===== src/hw/rtl/assert_macros.svh =====
// Assertion helpers used by the RTL.
`ifndef ASSERT_MACROS_SVH
`define ASSERT_MACROS_SVH

`ifndef SYNTHESIS

// Same-cycle implication under reset.
`define ASSERT_IMPLIES(label, ck, rn, ante, cons) \
    label: assert property (@(posedge ck) disable iff (!rn) (ante) |-> (cons)) \
        else $error("assertion failed");

// Next-cycle implication under reset.
`define ASSERT_NEXT(label, ck, rn, ante, cons) \
    label: assert property (@(posedge ck) disable iff (!rn) (ante) |=> (cons)) \
        else $error("assertion failed");

`else

`define ASSERT_IMPLIES(label, ck, rn, ante, cons)
`define ASSERT_NEXT(label, ck, rn, ante, cons)

`endif

`endif


===== src/hw/rtl/asr_pkg.sv =====
package asr_pkg;

    localparam int MAX_NODES  = 64;
    localparam int MAX_EDGES  = 8;
    localparam int NODE_W     = 6;
    localparam int NODE_AW    = (MAX_NODES > 1) ? $clog2(MAX_NODES) : 1;
    localparam int EDGE_DEPTH = MAX_NODES * MAX_EDGES;
    localparam int EDGE_AW    = (EDGE_DEPTH > 1) ? $clog2(EDGE_DEPTH) : 1;
    localparam int EIDX_W     = $clog2(MAX_EDGES + 1);
    localparam int SCAN_W     = $clog2(MAX_NODES + 1);
    localparam int SLOT_W     = 3;
    localparam int CNT_W      = 4;
    localparam int POS_W      = 24;
    localparam int WGT_W      = 16;
    localparam int KIND_W     = 2;
    localparam int COST_W     = 32;
    localparam int MAG_W      = POS_W + 1;
    localparam int SQ_W       = 2 * MAG_W;
    localparam int DIST_W     = MAG_W;

    localparam logic [COST_W-1:0] COST_INF   = '1;
    localparam logic [NODE_W:0]   NODE_LIMIT = (NODE_W + 1)'(MAX_NODES);
    localparam logic              ST_POINT   = 1'b0;
    localparam logic              ST_EMPTY   = 1'b1;

    typedef logic signed [POS_W-1:0] pos_t;
    typedef logic [NODE_W-1:0]       node_id_t;
    typedef logic [COST_W-1:0]       cost_t;

    typedef enum logic [1:0] {
        OP_NODE  = 2'd0,
        OP_EDGE  = 2'd1,
        OP_QUERY = 2'd2,
        OP_NONE  = 2'd3
    } asr_op_t;

    typedef struct packed {
        logic [1:0]        operation;
        node_id_t          node_index;
        logic [SLOT_W-1:0] edge_slot;
        pos_t              pos_x;
        pos_t              pos_y;
        pos_t              pos_z;
        logic [CNT_W-1:0]  edge_total;
        node_id_t          neighbor;
        logic [WGT_W-1:0]  edge_cost;
        logic [KIND_W-1:0] edge_kind;
        node_id_t          start_node;
        node_id_t          goal_node;
    } asr_in_t;

    typedef struct packed {
        logic              route_status;
        pos_t              point_x;
        pos_t              point_y;
        pos_t              point_z;
        logic [KIND_W-1:0] arrival_kind;
        logic              last_item;
    } asr_out_t;

    typedef struct packed {
        pos_t x;
        pos_t y;
        pos_t z;
    } asr_pos3_t;

    typedef struct packed {
        asr_pos3_t          pos;
        logic [EIDX_W-1:0]  cnt;
    } asr_node_t;

    typedef struct packed {
        node_id_t          target;
        logic [WGT_W-1:0]  weight;
        logic [KIND_W-1:0] kind;
    } asr_edge_t;

    typedef struct packed {
        node_id_t          parent;
        logic [KIND_W-1:0] kind;
    } asr_link_t;

    // One relaxation write into the search state
    typedef struct packed {
        logic               we;
        logic               link_we;
        logic [NODE_AW-1:0] node;
        cost_t              best;
        cost_t              est;
        asr_link_t          link;
    } asr_upd_t;

    typedef enum logic [3:0] {
        S_IDLE,
        S_Q_RDG,
        S_Q_RDS,
        S_Q_EST0,
        S_EST_WAIT,
        S_SCAN,
        S_PICK,
        S_EXP_LD,
        S_EDGE_CHK,
        S_EDGE_RD,
        S_EDGE_CMP,
        S_WALK_RD,
        S_WALK_PUT,
        S_EMPTY
    } asr_state_t;

    function automatic cost_t sat_add(cost_t a, cost_t b);
        logic [COST_W:0] s;
        s = {1'b0, a} + {1'b0, b};
        return s[COST_W] ? COST_INF : s[COST_W-1:0];
    endfunction

endpackage


===== src/hw/rtl/asr_search_state.sv =====
module asr_search_state
(
    input  logic                          clk,
    input  logic                          rst_n,
    input  logic                          clear,
    input  asr_pkg::asr_upd_t             upd,
    input  logic                          open_clr,
    input  logic [asr_pkg::NODE_AW-1:0]   open_clr_node,
    input  logic                          best_re,
    input  logic [asr_pkg::NODE_AW-1:0]   best_raddr,
    output asr_pkg::cost_t                best_rdata,
    input  logic                          est_re,
    input  logic [asr_pkg::NODE_AW-1:0]   est_raddr,
    output asr_pkg::cost_t                est_rdata,
    input  logic                          link_re,
    input  logic [asr_pkg::NODE_AW-1:0]   link_raddr,
    output asr_pkg::asr_link_t            link_rdata,
    output logic [asr_pkg::MAX_NODES-1:0] open_vec,
    output logic [asr_pkg::MAX_NODES-1:0] has_par_vec
);
    import asr_pkg::*;

    cost_t                best_mem [MAX_NODES];
    cost_t                est_mem  [MAX_NODES];
    asr_link_t            link_mem [MAX_NODES];
    cost_t                best_rd_reg;
    cost_t                est_rd_reg;
    asr_link_t            link_rd_reg;
    logic                 best_ok_reg;
    logic [MAX_NODES-1:0] reached_reg;
    logic [MAX_NODES-1:0] open_reg;
    logic [MAX_NODES-1:0] has_par_reg;

    // Cost, estimate and parent memories
    always_ff @(posedge clk)
    begin
        if (upd.we)
        begin
            best_mem[upd.node] <= upd.best;
            est_mem[upd.node]  <= upd.est;
            if (upd.link_we)
            begin
                link_mem[upd.node] <= upd.link;
            end
        end
        if (best_re)
        begin
            best_rd_reg <= best_mem[best_raddr];
        end
        if (est_re)
        begin
            est_rd_reg <= est_mem[est_raddr];
        end
        if (link_re)
        begin
            link_rd_reg <= link_mem[link_raddr];
        end
    end

    // Per-query flags: drop all on clear, set on relaxation; open bit dropped on pick
    always_ff @(posedge clk or negedge rst_n)
    begin
        if (!rst_n)
        begin
            reached_reg <= '0;
            open_reg    <= '0;
            has_par_reg <= '0;
            best_ok_reg <= 1'b0;
        end
        else
        begin
            if (clear)
            begin
                reached_reg <= '0;
                open_reg    <= '0;
                has_par_reg <= '0;
            end
            else
            begin
                if (upd.we)
                begin
                    reached_reg[upd.node] <= 1'b1;
                    open_reg[upd.node]    <= 1'b1;
                    if (upd.link_we)
                    begin
                        has_par_reg[upd.node] <= 1'b1;
                    end
                end
                if (open_clr)
                begin
                    open_reg[open_clr_node] <= 1'b0;
                end
            end
            if (best_re)
            begin
                best_ok_reg <= reached_reg[best_raddr];
            end
        end
    end

    // An unreached node costs infinity
    assign best_rdata  = best_ok_reg ? best_rd_reg : COST_INF;
    assign est_rdata   = est_rd_reg;
    assign link_rdata  = link_rd_reg;
    assign open_vec    = open_reg;
    assign has_par_vec = has_par_reg;

endmodule


===== config.mk =====
export PLATFORM = sky130hd
export DESIGN_NAME = asr_search_state
export DESIGN_NICKNAME = d
export VERILOG_FILES = /design/src/hw/rtl/assert_macros.svh /design/src/hw/rtl/asr_pkg.sv /design/src/hw/rtl/asr_search_state.sv
export SDC_FILE = /design/constraint.sdc
export NUM_CORES = 2
export LEC_CHECK = 0
export BUFFER_PORTS_ARGS = -buffer_cell sky130_fd_sc_hd__buf_4
export CORE_MARGIN = 2
export CORE_UTILIZATION = 25
export DETAILED_ROUTE_END_ITERATION = 7
export HOLD_SLACK_MARGIN = 0.08
export PLACE_DENSITY_LB_ADDON = 0.1
export SLEW_MARGIN = 40
export SYNTH_ARGS = -nofsm -noshare
export SYNTH_HDL_FRONTEND = slang
export SYNTH_MEMORY_MAX_BITS = 65536
export SYNTH_SLANG_ARGS = --single-unit

===== constraint.sdc =====
create_clock -name clk -period 2.1 [get_ports clk]
set_input_delay 0.315 -clock clk [delete_from_list [all_inputs] [get_ports clk]]
set_output_delay 0.315 -clock clk [all_outputs]
set_load 0.02 [all_outputs]

## After elaboration in Yosys (flattened, before gate mapping)

Memories as Yosys holds them, arrays and structs flattened. A register that Yosys moved wholly into a read port is not among the register bits.
Index checks and enable logic that the tools add are counted.

- Order comparisons: 5
- Muxes and demuxes: 21
- Bitwise logic cells: 5
- Reductions and logical operators: 5

Operators by type and width:

| operator | count |
|---|---|
| $mux W64 | 9 |
| $or A64 B64 Y64 | 3 |
| $and A64 B64 Y64 | 1 |
| $not A64 Y64 | 1 |
| $mux W32 | 1 |
| $lt A6 B7 Y1 const B | 3 |
| $demux W1 S6 | 2 |
| $ge A6 B1 Y1 const B | 2 |
| $mux W1 | 8 |
| $bmux W1 S6 | 1 |
| $reduce_bool A2 Y1 | 2 |
| $logic_and A1 B1 Y1 | 2 |
| $reduce_and A2 Y1 | 1 |

- Register bits after elaboration: 193
- RAM bits: 4608
- Input bits: 111
- Output and inout bits: 200
- Word-level logic and storage cells: 43
- Memories kept: 3

Memories:

| name | depth | width | read ports | clocked after Yosys merged registers in | wr ports | line | source |
|---|---|---|---|---|---|---|---|
| best_mem | 64 | 32 | 1 | 1 | 1 | asr_search_state.sv:23 | `cost_t best_mem [MAX_NODES];` |
| est_mem | 64 | 32 | 1 | 1 | 1 | asr_search_state.sv:24 | `cost_t est_mem [MAX_NODES];` |
| link_mem | 64 | 8 | 1 | 1 | 1 | asr_search_state.sv:25 | `asr_link_t link_mem [MAX_NODES];` |

## Logic depth before layout (Yosys ltp)

- Depth in word-level cells: 10
- Mapped depth: 9
- Mapped depth without buffers: 5

## Worst setup path before layout

Ideal clock, no wire load.

- Kind: in2reg
- Start point: input port upd[77] (netlist name)
- End point: memory link_mem[32][0] (netlist name) (enable)
- Setup time: 0.334 ns
- Arrival time: 4.471 ns
- Data required time: 1.766 ns
- Setup slack: -2.704 ns
- Stages on the path: 5
- Buffers on the path: 2
- Cell sequence: clkbuf_1 -> or3b_2 -> clkbuf_1 -> nor2_1 -> and2_1

RTL lines:

| what | line | source |
|---|---|---|
| start, declared | asr_search_state.sv:6 | `input asr_pkg::asr_upd_t upd,` |
| end, declared | asr_search_state.sv:25 |  |

Straight into the memory's write port.

## Worst setup path in the final report

- Start point: register best_ok_reg
- End point: output port best_rdata[11]

- Word-level cells in the longest chain between the ends: 1

RTL lines:

| what | line | source |
|---|---|---|
| start, declared | asr_search_state.sv:29 | `logic best_ok_reg;` |
| start signal, assigned | asr_search_state.sv:96 | `best_ok_reg <= reached_reg[best_raddr];` |
| $mux W32 | asr_search_state.sv:102 | `assign best_rdata = best_ok_reg ? best_rd_reg : COST_INF;` |
| end, declared | asr_search_state.sv:11 | `output asr_pkg::cost_t best_rdata,` |

Every way passes these cells.

==> impl_metrics.yaml <==
status:
  outcome: "finished, violations left"
  violations: "setup timing"
floorplan:
  ioPinCount: 311
  die_w_um: 863
  dieHeight_um: 863
  rows: 315
  dieArea_um2: 745000
  initial_core_util_pct: 25.1
  core_um2: 736000
critical_path:
  critPathCaptureType: "output pin"
  rrSetupSlack_ns: -0.07
  crit_buf_inv: 3
  max_stage_delay_ns: 0.52
  crit_type: "reg2out"
  worstPathRequired_ns: 1.78
  r2r-start: "best_mem[23][17]$_DFFE_PP_"
  cp_top_family: "flip-flops"
  cp.depth: 4
  critPathCapture: "best_rdata[11]"
  slowest_stage: "dfrtp_4"
  crit_path_start_kind: "register"
  crit_start: "best_ok_reg$_DFFE_PN0P_"
  r2r-end: "best_rd_reg[17]$_DFFE_PP_"
  r2r_cells: 6
  worstPathCellList: "buf_12, buf_16, nand2b_4, buf_6"
  cp_max_fo: 6
  arrival_ns: 2.37
grt:
  grt_max_degree: 65
  grt_use_total_pct: 17.6
  grtUsageMet3_pct: 2.67
  grt_util_met2_pct: 30.2
  top_usage_layer: "met2"
  grt_use_met1_pct: 23.8
  grt_pass1_vias: 96300
  grt_pass1_wl_um: 898000
  grt_antenna_before_repair: 70
  overflow: 0
clock_tree:
  cts.reportedPaths.clkPinSlew_ns: 0.06
  htree_levels: 6
  clock_sinks: 4873
  cts_made_buffers: 581
  cts_tree: "yes"
  insertion_delay_ns: 1.10
  cts.path.max_buffers: 4
  root_buffer: "clkbuf_16"
layout:
  fin_nets: 9540
  drive_above_1_share_pct: 40.5
  area_delta_synth_final_pct: 27.4
  n_fill_cell: 69800
  fin_cells: 19700
  largestRegisters: "best_mem (2048), est_mem (2048), link_mem (512)"
synthesis:
  synth_nets: 7741
  yosysTopAreaCell: "edfxtp_1"
  synth_area_um2: 185000
  syn_inst: 7630
  synth.distinct_cells: 35
  synth-edff-count: 4680
  synthTopCellsByArea: "edfxtp_1 (76%), mux4_2 (18%), dfrtp_1 (2.6%), nor2_1 (0.74%), buf_2 (0.44%)"
  async_flop_share_pct: 3.96
  seq_area_frac_synth_pct: 78.8
  synthFlopType: "edfxtp_1"
  yosysTopAreaCellShare_pct: 76.1
  synth-seq-cells: 4873
  syn_area_per_cell_um2: 24.2
  ys_warn_count: 0
detailed_routing:
  drt-initial-drc-count: 9088
  wl_per_cell_um: 34.1
  viasPerCell: 4.60
  vias: 90800
  drt-total-wl_um: 674000
  antenna_left: 0
  firstDrtPassIters: 5
  drc: 0
sta:
  hold_slack_ns: 0.235
  finalSetupTns_ns: -16.42
  slew_viol_final: 0
  layout_min_cycle_time_ns: 2.69
  fin_skew_ns: 0.0717
  hold_viol: 0
  layout_worst_path_cycle_share_pct: 128
  rsz0062_at_grt: "true"
  worst_pin_slew_ns: 0.861
  setup_violations: 64
  fin_ws_ns: -0.589
  max_freq_mhz: 372
  max_slew_margin_pct: 42.6
job:
  maxCapViolCount: 0
pwr:
  peakVddDrop_mv: 0.885
  power_mw: 217
  power_leakage_nw: 75.2
  p_per_area_nw_per_um2: 925
place:
  place_congestion: 0.762
  place_hpwl_um: 438000
  dpl_worst_slack_ns: -1.12
  port_buffers: 310
  numPlacedInstances: 18500
min_path:
  hp-class: "in2reg"
[cells by family after synthesis]
group,share of synthesized area [%]
buffers and inverters,0.966
muxes,17.8
DFF,78.8
and+or+nand+nor,1.41
AOI/OAI and AO/OA,1.01
[metal layers]
metal | part of all wire [%] | routed length, um
met2 | 50 | 335000
met3 | 4.7 | 31700
met5 | 0.023 | 158
met4 | 2.3 | 15200
met1 | 43 | 292000
[power breakdown]
part           switching, mW  internal [mW]  total [mW]
sequential             0.398            107         108
combinational           6.94           5.35        12.3
clock                   41.1           56.2        97.3
total                   48.5            169         217
[per-stage QoR]
stage,utilization [%],area (um2)
floorplan,-,185000
global placement,29.1,214000
detailed placement,29.1,214000
CTS,31.9,235000
global route,32.0,235000
finish,32.0,235000
[cells in the mapped netlist (9+ instances only)]
cell / number
edfxtp_1: 4680
mux4_2: 1441
nor2_1: 363
clkbuf_1: 206
dfrtp_1: 193
buf_2: 162
a22oi_1: 98
a211oi_1: 69
a21oi_1: 67
and2_1: 65
nand2_1: 61
mux2i_1: 44
nand2b_1: 42
o22ai_1: 36
buf_1: 21
nor2b_1: 21
nand3_1: 11
buf_4: 9
[cells in the final DEF, fill, tap and decap left out, types with 56 or more instances in the layout]
cell type	netlist	layout
dlygate4sd3_1	0	115
a211oi_1	69	61
buf_6	4	135
clkinv_2	0	75
clkinv_1	0	124
a22oi_1	98	65
and2_4	0	56
edfxtp_1	4680	4680
mux4_2	1441	1441
a21oi_1	67	64
dfrtp_1	193	177
nor2_1	363	293
clkbuf_16	0	595
clkbuf_1	206	131
buf_12	0	576
buf_4	9	773
nor2_4	0	66
[final cells by class]
cell class | instances | area (um2) | area share (%)
diodes | 19 | 47.5 | 0.0202
clock buffers | 734 | 15500 | 6.58
clock inverters | 300 | 2750 | 1.17
inverters | 2 | 7.51 | 0.00319
multi-input cells | 2353 | 38900 | 16.5
flip-flops and latches | 4873 | 145000 | 61.8
well taps | 9827 | 12300 | 5.23
repair buffers | 1618 | 20300 | 8.64
[repair_timing]
item / in CTS / in global routing
hold buffers: 121 / 0
hold endpoints to repair: 5848 / 0
gates cloned: 0 / 3
setup buffers: 23 / 10
endpoints found under the setup margin: 170 / 182
pin swaps: 23 / 10
gates resized for setup: 210 / 84
[how the worst min path moves through the flow]
stage	start	end	slack (ns)	cells after the start
final	upd[2]	link_mem[17][2]$_DFFE_PP_	0.23	2
after global routing	upd[3]	link_mem[3][3]$_DFFE_PP_	0.19	2
after CTS	upd[3]	link_mem[21][3]$_DFFE_PP_	0.13	2
after detailed placement	rst_n	reached_reg[49]$_DFFE_PN0P_	0.34	1
after global placement	rst_n	reached_reg[20]$_DFFE_PN0P_	0.33	1
after floorplan	rst_n	best_ok_reg$_DFFE_PN0P_	0.02	0
[worst reg2reg max path, delay by kind of cell (launching register included)]
kind                   cells  cell delay, ns
DFF                        1            0.36
AOI/OAI and AO/OA          2            0.20
buffers and inverters      1            0.15
and+or+nand+nor            1            0.14
muxes                      2            1.04
(Power assumes the default switching activity.)
