`config.mk`:
```
export PLATFORM = sky130hd
export DESIGN_NAME = asr_dist_unit
export DESIGN_NICKNAME = d
export VERILOG_FILES = /design/src/hw/rtl/assert_macros.svh /design/src/hw/rtl/asr_pkg.sv /design/src/hw/rtl/asr_dist_unit.sv
export SDC_FILE = /design/constraint.sdc
export NUM_CORES = 2
export LEC_CHECK = 0
export BUFFER_PORTS_ARGS = -buffer_cell sky130_fd_sc_hd__buf_2
export CORE_MARGIN = 2
export CORE_UTILIZATION = 45
export CTS_CLUSTER_SIZE = 28
export DETAILED_ROUTE_END_ITERATION = 10
export SYNTH_ARGS = -nofsm -noshare
export SYNTH_HDL_FRONTEND = slang
export SYNTH_SLANG_ARGS = --single-unit
export TNS_END_PERCENT = 100
```
`constraint.sdc`:
```
create_clock -name clk -period 14.5 [get_ports clk]
set_input_delay 2.175 -clock clk [delete_from_list [all_inputs] [get_ports clk]]
set_output_delay 2.175 -clock clk [all_outputs]
set_load 0.02 [all_outputs]
```
`src/hw/rtl/assert_macros.svh`:
```
// Assertion helpers used by the RTL.
`ifndef ASSERT_MACROS_SVH
`define ASSERT_MACROS_SVH

`ifndef SYNTHESIS

// Same-cycle implication under reset.
`define ASSERT_IMPLIES(label, ck, rn, ante, cons) \
    label: assert property (@(posedge ck) disable iff (!rn) (ante) |-> (cons)) \
        else $error("assertion failed");

// Next-cycle implication under reset.
`define ASSERT_NEXT(label, ck, rn, ante, cons) \
    label: assert property (@(posedge ck) disable iff (!rn) (ante) |=> (cons)) \
        else $error("assertion failed");

`else

`define ASSERT_IMPLIES(label, ck, rn, ante, cons)
`define ASSERT_NEXT(label, ck, rn, ante, cons)

`endif

`endif

```
`src/hw/rtl/asr_pkg.sv`:
```
package asr_pkg;

    localparam int MAX_NODES  = 64;
    localparam int MAX_EDGES  = 8;
    localparam int NODE_W     = 6;
    localparam int NODE_AW    = (MAX_NODES > 1) ? $clog2(MAX_NODES) : 1;
    localparam int EDGE_DEPTH = MAX_NODES * MAX_EDGES;
    localparam int EDGE_AW    = (EDGE_DEPTH > 1) ? $clog2(EDGE_DEPTH) : 1;
    localparam int EIDX_W     = $clog2(MAX_EDGES + 1);
    localparam int SCAN_W     = $clog2(MAX_NODES + 1);
    localparam int SLOT_W     = 3;
    localparam int CNT_W      = 4;
    localparam int POS_W      = 24;
    localparam int WGT_W      = 16;
    localparam int KIND_W     = 2;
    localparam int COST_W     = 32;
    localparam int MAG_W      = POS_W + 1;
    localparam int SQ_W       = 2 * MAG_W;
    localparam int DIST_W     = MAG_W;

    localparam logic [COST_W-1:0] COST_INF   = '1;
    localparam logic [NODE_W:0]   NODE_LIMIT = (NODE_W + 1)'(MAX_NODES);
    localparam logic              ST_POINT   = 1'b0;
    localparam logic              ST_EMPTY   = 1'b1;

    typedef logic signed [POS_W-1:0] pos_t;
    typedef logic [NODE_W-1:0]       node_id_t;
    typedef logic [COST_W-1:0]       cost_t;

    typedef enum logic [1:0] {
        OP_NODE  = 2'd0,
        OP_EDGE  = 2'd1,
        OP_QUERY = 2'd2,
        OP_NONE  = 2'd3
    } asr_op_t;

    typedef struct packed {
        logic [1:0]        operation;
        node_id_t          node_index;
        logic [SLOT_W-1:0] edge_slot;
        pos_t              pos_x;
        pos_t              pos_y;
        pos_t              pos_z;
        logic [CNT_W-1:0]  edge_total;
        node_id_t          neighbor;
        logic [WGT_W-1:0]  edge_cost;
        logic [KIND_W-1:0] edge_kind;
        node_id_t          start_node;
        node_id_t          goal_node;
    } asr_in_t;

    typedef struct packed {
        logic              route_status;
        pos_t              point_x;
        pos_t              point_y;
        pos_t              point_z;
        logic [KIND_W-1:0] arrival_kind;
        logic              last_item;
    } asr_out_t;

    typedef struct packed {
        pos_t x;
        pos_t y;
        pos_t z;
    } asr_pos3_t;

    typedef struct packed {
        asr_pos3_t          pos;
        logic [EIDX_W-1:0]  cnt;
    } asr_node_t;

    typedef struct packed {
        node_id_t          target;
        logic [WGT_W-1:0]  weight;
        logic [KIND_W-1:0] kind;
    } asr_edge_t;

    typedef struct packed {
        node_id_t          parent;
        logic [KIND_W-1:0] kind;
    } asr_link_t;

    // One relaxation write into the search state
    typedef struct packed {
        logic               we;
        logic               link_we;
        logic [NODE_AW-1:0] node;
        cost_t              best;
        cost_t              est;
        asr_link_t          link;
    } asr_upd_t;

    typedef enum logic [3:0] {
        S_IDLE,
        S_Q_RDG,
        S_Q_RDS,
        S_Q_EST0,
        S_EST_WAIT,
        S_SCAN,
        S_PICK,
        S_EXP_LD,
        S_EDGE_CHK,
        S_EDGE_RD,
        S_EDGE_CMP,
        S_WALK_RD,
        S_WALK_PUT,
        S_EMPTY
    } asr_state_t;

    function automatic cost_t sat_add(cost_t a, cost_t b);
        logic [COST_W:0] s;
        s = {1'b0, a} + {1'b0, b};
        return s[COST_W] ? COST_INF : s[COST_W-1:0];
    endfunction

endpackage

```
`src/hw/rtl/asr_dist_unit.sv`:
```
module asr_dist_unit
(
    input  logic                        clk,
    input  logic                        rst_n,
    input  logic                        start,
    input  asr_pkg::asr_pos3_t          pos_a,
    input  asr_pkg::asr_pos3_t          pos_b,
    output logic                        done,
    output logic [asr_pkg::DIST_W-1:0]  root
);
    import asr_pkg::*;

    localparam logic [SQ_W-1:0] ROOT_BIT0 = SQ_W'(1) << (SQ_W - 2);
    localparam logic [SQ_W-1:0] ROOT_LAST = SQ_W'(1);

    asr_pos3_t         a_reg;
    asr_pos3_t         b_reg;
    logic              sq_act_reg;
    logic [1:0]        sq_cnt_reg;
    logic              rt_act_reg;
    logic              done_reg;
    logic [SQ_W-1:0]   prod_reg;
    logic [SQ_W-1:0]   acc_reg;
    logic [SQ_W-1:0]   rem_reg;
    logic [SQ_W-1:0]   res_reg;
    logic [SQ_W-1:0]   bit_reg;
    pos_t              sel_a;
    pos_t              sel_b;
    logic signed [MAG_W-1:0] diff;
    logic [MAG_W-1:0]  mag;
    logic [SQ_W-1:0]   prod_w;
    logic [SQ_W-1:0]   trial;
    logic              ge;

    // Pick one axis per cycle and square its difference
    always_comb
    begin
        case (sq_cnt_reg)
            2'd0:
            begin
                sel_a = a_reg.x;
                sel_b = b_reg.x;
            end
            2'd1:
            begin
                sel_a = a_reg.y;
                sel_b = b_reg.y;
            end
            default:
            begin
                sel_a = a_reg.z;
                sel_b = b_reg.z;
            end
        endcase
        diff   = MAG_W'(sel_a) - MAG_W'(sel_b);
        mag    = diff[MAG_W-1] ? MAG_W'(-diff) : MAG_W'(diff);
        prod_w = mag * mag;
        trial  = res_reg + bit_reg;
        ge     = (rem_reg >= trial);
    end

    // Sequence: three squares, then one root bit per cycle
    always_ff @(posedge clk or negedge rst_n)
    begin
        if (!rst_n)
        begin
            sq_act_reg <= 1'b0;
            sq_cnt_reg <= '0;
            rt_act_reg <= 1'b0;
            done_reg   <= 1'b0;
        end
        else
        begin
            done_reg <= 1'b0;
            if (start)
            begin
                sq_act_reg <= 1'b1;
                sq_cnt_reg <= '0;
            end
            else if (sq_act_reg)
            begin
                sq_cnt_reg <= sq_cnt_reg + 2'd1;
                if (sq_cnt_reg == 2'd3)
                begin
                    sq_act_reg <= 1'b0;
                    rt_act_reg <= 1'b1;
                end
            end
            else if (rt_act_reg && (bit_reg == ROOT_LAST))
            begin
                rt_act_reg <= 1'b0;
                done_reg   <= 1'b1;
            end
        end
    end

    // Datapath: operands, accumulate, restoring square root
    always_ff @(posedge clk)
    begin
        if (start)
        begin
            a_reg   <= pos_a;
            b_reg   <= pos_b;
            acc_reg <= '0;
        end
        else if (sq_act_reg)
        begin
            if (sq_cnt_reg != 2'd3)
            begin
                prod_reg <= prod_w;
            end
            if (sq_cnt_reg != 2'd0)
            begin
                acc_reg <= acc_reg + prod_reg;
            end
            if (sq_cnt_reg == 2'd3)
            begin
                rem_reg <= acc_reg + prod_reg;
                res_reg <= '0;
                bit_reg <= ROOT_BIT0;
            end
        end
        else if (rt_act_reg)
        begin
            if (ge)
            begin
                rem_reg <= rem_reg - trial;
                res_reg <= (res_reg >> 1) + bit_reg;
            end
            else
            begin
                res_reg <= res_reg >> 1;
            end
            bit_reg <= bit_reg >> 2;
        end
    end

    assign done = done_reg;
    assign root = res_reg[DIST_W-1:0];

endmodule

```
### After elaboration in Yosys (flattened, before gate mapping)

Index checks and enable logic that the tools add are counted.

* output and inout bits: 26
* logic and storage cells: 67
* flip-flop bits (word level): 399
* input bits: 147

* magnitude comparators: 1
* bitwise logic cells: 1
* add/subtract/negate cells: 7
* multipliers: 1
* reductions and logical operators: 12
* equal/unequal tests: 5
* mux-type cells: 25

Operators with widths (count)
* 2-to-1 mux 50 bit: 11
* adder 50 bit: 2
* one-hot mux 24 bit (2 select lines): 2
* adder 49 x 50 -> 50 bit: 1
* == test 50 x 1 -> 1 bit (second input constant): 1
* >= comparator 50 bit: 1
* multiplier 25 x 25 -> 50 bit: 1
* subtractor 50 bit: 1
* 2-to-1 mux 25 bit: 1
* negator 25 bit: 1
* subtractor 24 x 24 -> 25 bit: 1
* nonzero test 2 bit: 5
* 2-to-1 mux 1 bit: 9
* AND reduction 3 bit: 3
* 2-to-1 mux 2 bit: 2
* AND reduction 4 bit: 1
* adder 2 x 1 -> 2 bit (second input constant): 1
* == test 2 x 1 -> 1 bit (second input constant): 1
* == test 2 bit (second input constant): 1
* logical NOT 2 bit: 1
* != test 2 x 1 -> 1 bit (second input constant): 1
* != test 2 bit (second input constant): 1
* AND reduction 2 bit: 1
* logical AND 1 bit: 1
* NOT 1 bit: 1

### Depth between registers and ports, before layout

* depth after elaboration: 6
* mapped depth: 49
* depth with buffers taken out: 46

### Worst setup path before layout

OpenSTA, ideal clock, no wires.

* path type: register to register
* start: register sq_cnt_reg[0]
* end: register prod_reg[49] (data pin)
* path slack: 3.201 ns
* library setup time: 0.263 ns
* clock period less this slack: 11.299 ns
* path buffers: 4
* data arrival time: 11.036 ns
* data required time: 14.237 ns
* stages on the path, launching flop included: 49
* cell sequence: dfrtp_1 inv_1 ha_1 nor2_1 clkbuf_1 clkbuf_1 a21oi_1 ha_1 fa_1 nor2b_1 o211ai_1 a21boi_1 or2_1 mux2_4 or4_4 nor4b_4 and2_2 buf_6 [... 13 more ...] fa_1 fa_1 inv_1 fa_1 inv_1 ha_1 a21oi_1 o21ai_0 a21oi_1 nor2_1 a21oi_1 o21ai_1 a2111oi_0 nor3_1 nor3_2 o21ai_0 a311oi_1 xnor2_1

* word-level cells in the longest chain between the ends: 6
* elaborated cells between the ends (all ways): 8
* those cells by class: 2 x add/sub; 1 x mul; 1 x eq/ne; 3 x mux; 1 x reduce/logical

RTL lines
* start: declaration: RTL line asr_dist_unit.sv:19 `logic [1:0] sq_cnt_reg;`
* start signal: assignment: RTL line asr_dist_unit.sv:82 `sq_cnt_reg <= sq_cnt_reg + 2'd1;`
* == test 2 x 1 -> 1 bit or logical NOT 2 bit (tied branches): RTL line asr_dist_unit.sv:38 `case (sq_cnt_reg)`
* one-hot mux 24 bit (2 select lines): RTL line asr_dist_unit.sv:38
* subtractor 24 x 24 -> 25 bit *: RTL line asr_dist_unit.sv:55 `diff = MAG_W'(sel_a) - MAG_W'(sel_b);`
* negator 25 bit: RTL line asr_dist_unit.sv:56 `mag = diff[MAG_W-1] ? MAG_W'(-diff) : MAG_W'(diff);`
* 2-to-1 mux 25 bit *: RTL line asr_dist_unit.sv:56
* multiplier 25 x 25 -> 50 bit *: RTL line asr_dist_unit.sv:57 `prod_w = mag * mag;`
* net prod_w[49]: RTL line asr_dist_unit.sv:31 `logic [SQ_W-1:0] prod_w;`
* end signal: assignment: RTL line asr_dist_unit.sv:110 `prod_reg <= prod_w;`
* end: declaration: RTL line asr_dist_unit.sv:22 `logic [SQ_W-1:0] prod_reg;`

The timed path passes the listed nets; every way through them passes the cells marked *.
A chain may end at the register's enable or synchronous reset.

### Worst setup path in the final report

Ends and elaborated chain as after synthesis.

==> metrics.txt <==
status finished clean; final setup fails 0; TritonCTS buffer count 43; synth warn 0; routed wire length per instance 17.3 microns; port bufs 172; CP max FO 50; # Max-Cap Violations 0; die height 306 microns; Final period util 87.6%; die area 0.0936 sq mm; top post-synthesis cells by area edfxtp_1 23%, fa_1 23%, ha_1 11%, inv_1 5.8%, nand2_1 4.0%; DR iter-0 viols 1834; critical path startpoint category register; total global routing overflow 0; fmax 78.8 MHz; final net count 5384; Die W 306 microns; Crit path largest cell delay 0.66 ns; Clock transition at path regs 0.06 ns; Total Wirelength 97.4 mm; number of synthesized register bits 373; Tightest Pin Transition 1.03 ns; initial antenna violation count 3; Hold Crit Start acc_reg[20]; fin. max-slew vios 0; Synth cell types 90; Rel. slew slack 31.3%; CTS resizes 0; most common cell after layout, fill and taps aside inv_1; Final Hold Fails 0; post-layout min period 12.70 ns; WHS Path Cells 2; reg2reg start sq_cnt_reg[0]; row count 110; antenna-violating nets left 0; area of the multi-input gates 0.0273 sq mm; Crit Path Class register to register; Async SR Flop Fraction 1.34%; Layout area overhead 8.45%; CTS tree built; # DRC 0; largest area contributor in the netlist edfxtp_1; boundary pin count 173; most used cell, CP fa_1; register area 0.0107 sq mm; CTS H-tree lvls 2; Yosys top cell area share 23.3%; Clock Sinks 373; post-CTS setup buffers 0; Fillers 8436; Routability Congestion 0.909; DP HPWL 77.6 mm; hold path endpoint acc_reg[20]; Post-synth EDFFs 318; global-route usage over all layers 21.1%; Primary FF master, synth edfxtp_1; CP max stage cell a2111oi_0; Starting Density 45.5%; drt via density 5.27; share of layout cells above drive strength 1 8.35%; CP Capture Type register; Avg Inst Size Synth 9.54 sq um; RSZ-0062 raised after global routing false; final setup TNS 0 ns; Syn Inst Count 4297; sequential-to-total area share from yosys stat 26.0%; root buf cell clkbuf_16; largest net degree at the start of global routing 164; FF-to-FF setup slack 1.80 ns; vias in the first global route 30600; path depth of the worst reg2reg path 42; Hold Path Class register to register; reg2reg end prod_reg[49]; first-pass GRT wire length 158 mm; clock buffer depth 3; DR vias 29600; WP data required 14.84 ns; cts hold-fix bufs 0; cell area after synthesis 0.0410 sq mm; Clock Latency Late Sink 0.61 ns; Critical Path AT 13.04 ns; core area 0.0901 sq mm; most frequent cells in the layout 631 x inv_1, 470 x fa_1, 439 x nand2_1; clk_skew 0.0419 ns; DR pass1 iterations 7
==> critical path: cells and delay by family, from the launching register on <==
kind | cells | cell delay [ns]
adder cells (fa/ha/maj) | 11 | 4.57
AO/OA/AOI/OAI | 12 | 2.74
AND/OR/NAND/NOR | 10 | 2.51
buffers and inverters | 6 | 1.13
XOR/XNOR | 2 | 0.74
flip-flops | 1 | 0.42
multiplexers | 1 | 0.32
==> cells in the mapped netlist, drive strengths merged (7+ instances only) <==
library cell	number
inv	645
fa	470
nand2	440
nor2	372
ha	359
edfxtp	318
a21oi	265
o21ai	158
xor2	129
xnor2	128
a21o	103
clkbuf	94
nor2b	85
a31oi	62
buf	61
dfxtp	50
nand2b	47
nand3	40
a211oi	38
nor3	36
nand4	30
o21bai	30
a22o	26
a22oi	26
o21a	26
a31o	25
and3	25
and2	14
mux2	14
a311oi	13
nor4	12
o211ai	12
nand3b	10
o31ai	10
or3	10
or2	8
a21boi	7
a221oi	7
and4	7
mux2i	7
o21ba	7
==> routing by layer <==
metal	routed length [microns]	track usage, %	part of all wire (%)	vias up
met5	146	0.982	0.15	-
met3	5070	3.37	5.2	174
met4	3290	6.92	3.4	8
met1	44400	28.2	46	14100
li1	-	-	-	14600
met2	44500	35.0	46	694
==> final cells by class <==
cell class / instances / area share (%)
repair buffers: 205 / 2.54
inverters: 646 / 5.45
multi-input cells: 3139 / 61.3
flip-flops and latches: 373 / 24.0
diodes: 1 / 0.00563
clock buffers: 51 / 2.60
clock inverters: 27 / 0.751
well taps: 1176 / 3.31
==> worst max path at each step <==
stage,slack (ns),depth (start not counted),startpoint,endpoint
floorplan,3.20,48,sq_cnt_reg[0],prod_reg[49]
global placement,1.91,39,sq_cnt_reg[0],prod_reg[49]
detailed placement,1.67,42,sq_cnt_reg[0],prod_reg[49]
CTS,1.69,42,sq_cnt_reg[0],prod_reg[49]
global route,0.99,42,sq_cnt_reg[0],prod_reg[49]
finish,1.80,42,sq_cnt_reg[0],prod_reg[49]
==> kinds of logic after synthesis <==
| kind of cell | after synthesis | share of synthesized area, % |
|---|---|---|
| simple gates | 1148 | 12.6 |
| compound gates | 866 | 13.6 |
| fa+ha+maj | 829 | 33.9 |
| buf+inv | 801 | 7.72 |
| flops | 373 | 26.0 |
| xor+xnor | 257 | 5.59 |
| mux | 21 | 0.564 |
| other cells | 2 | 0.0183 |
==> metrics by stage <==
stage / cells / util (%) / area (sq um) / hold slack (ns) / setup WS (ns)
floorplan: 4313 / - / 41100 / 0.440 / 3.20
global placement: 5539 / 47.7 / 43000 / 0.446 / 1.91
detailed placement: 5539 / 47.7 / 43000 / 0.453 / 1.67
CTS: 5617 / 49.3 / 44500 / 0.461 / 1.69
global route: 5618 / 49.3 / 44500 / 0.473 / 0.985
finish: 5618 / 49.3 / 44500 / 0.458 / 1.80
Power is left out: the tool's default activity adds up to more than one toggle a clock period on the data nets, which glitch-free logic cannot reach.
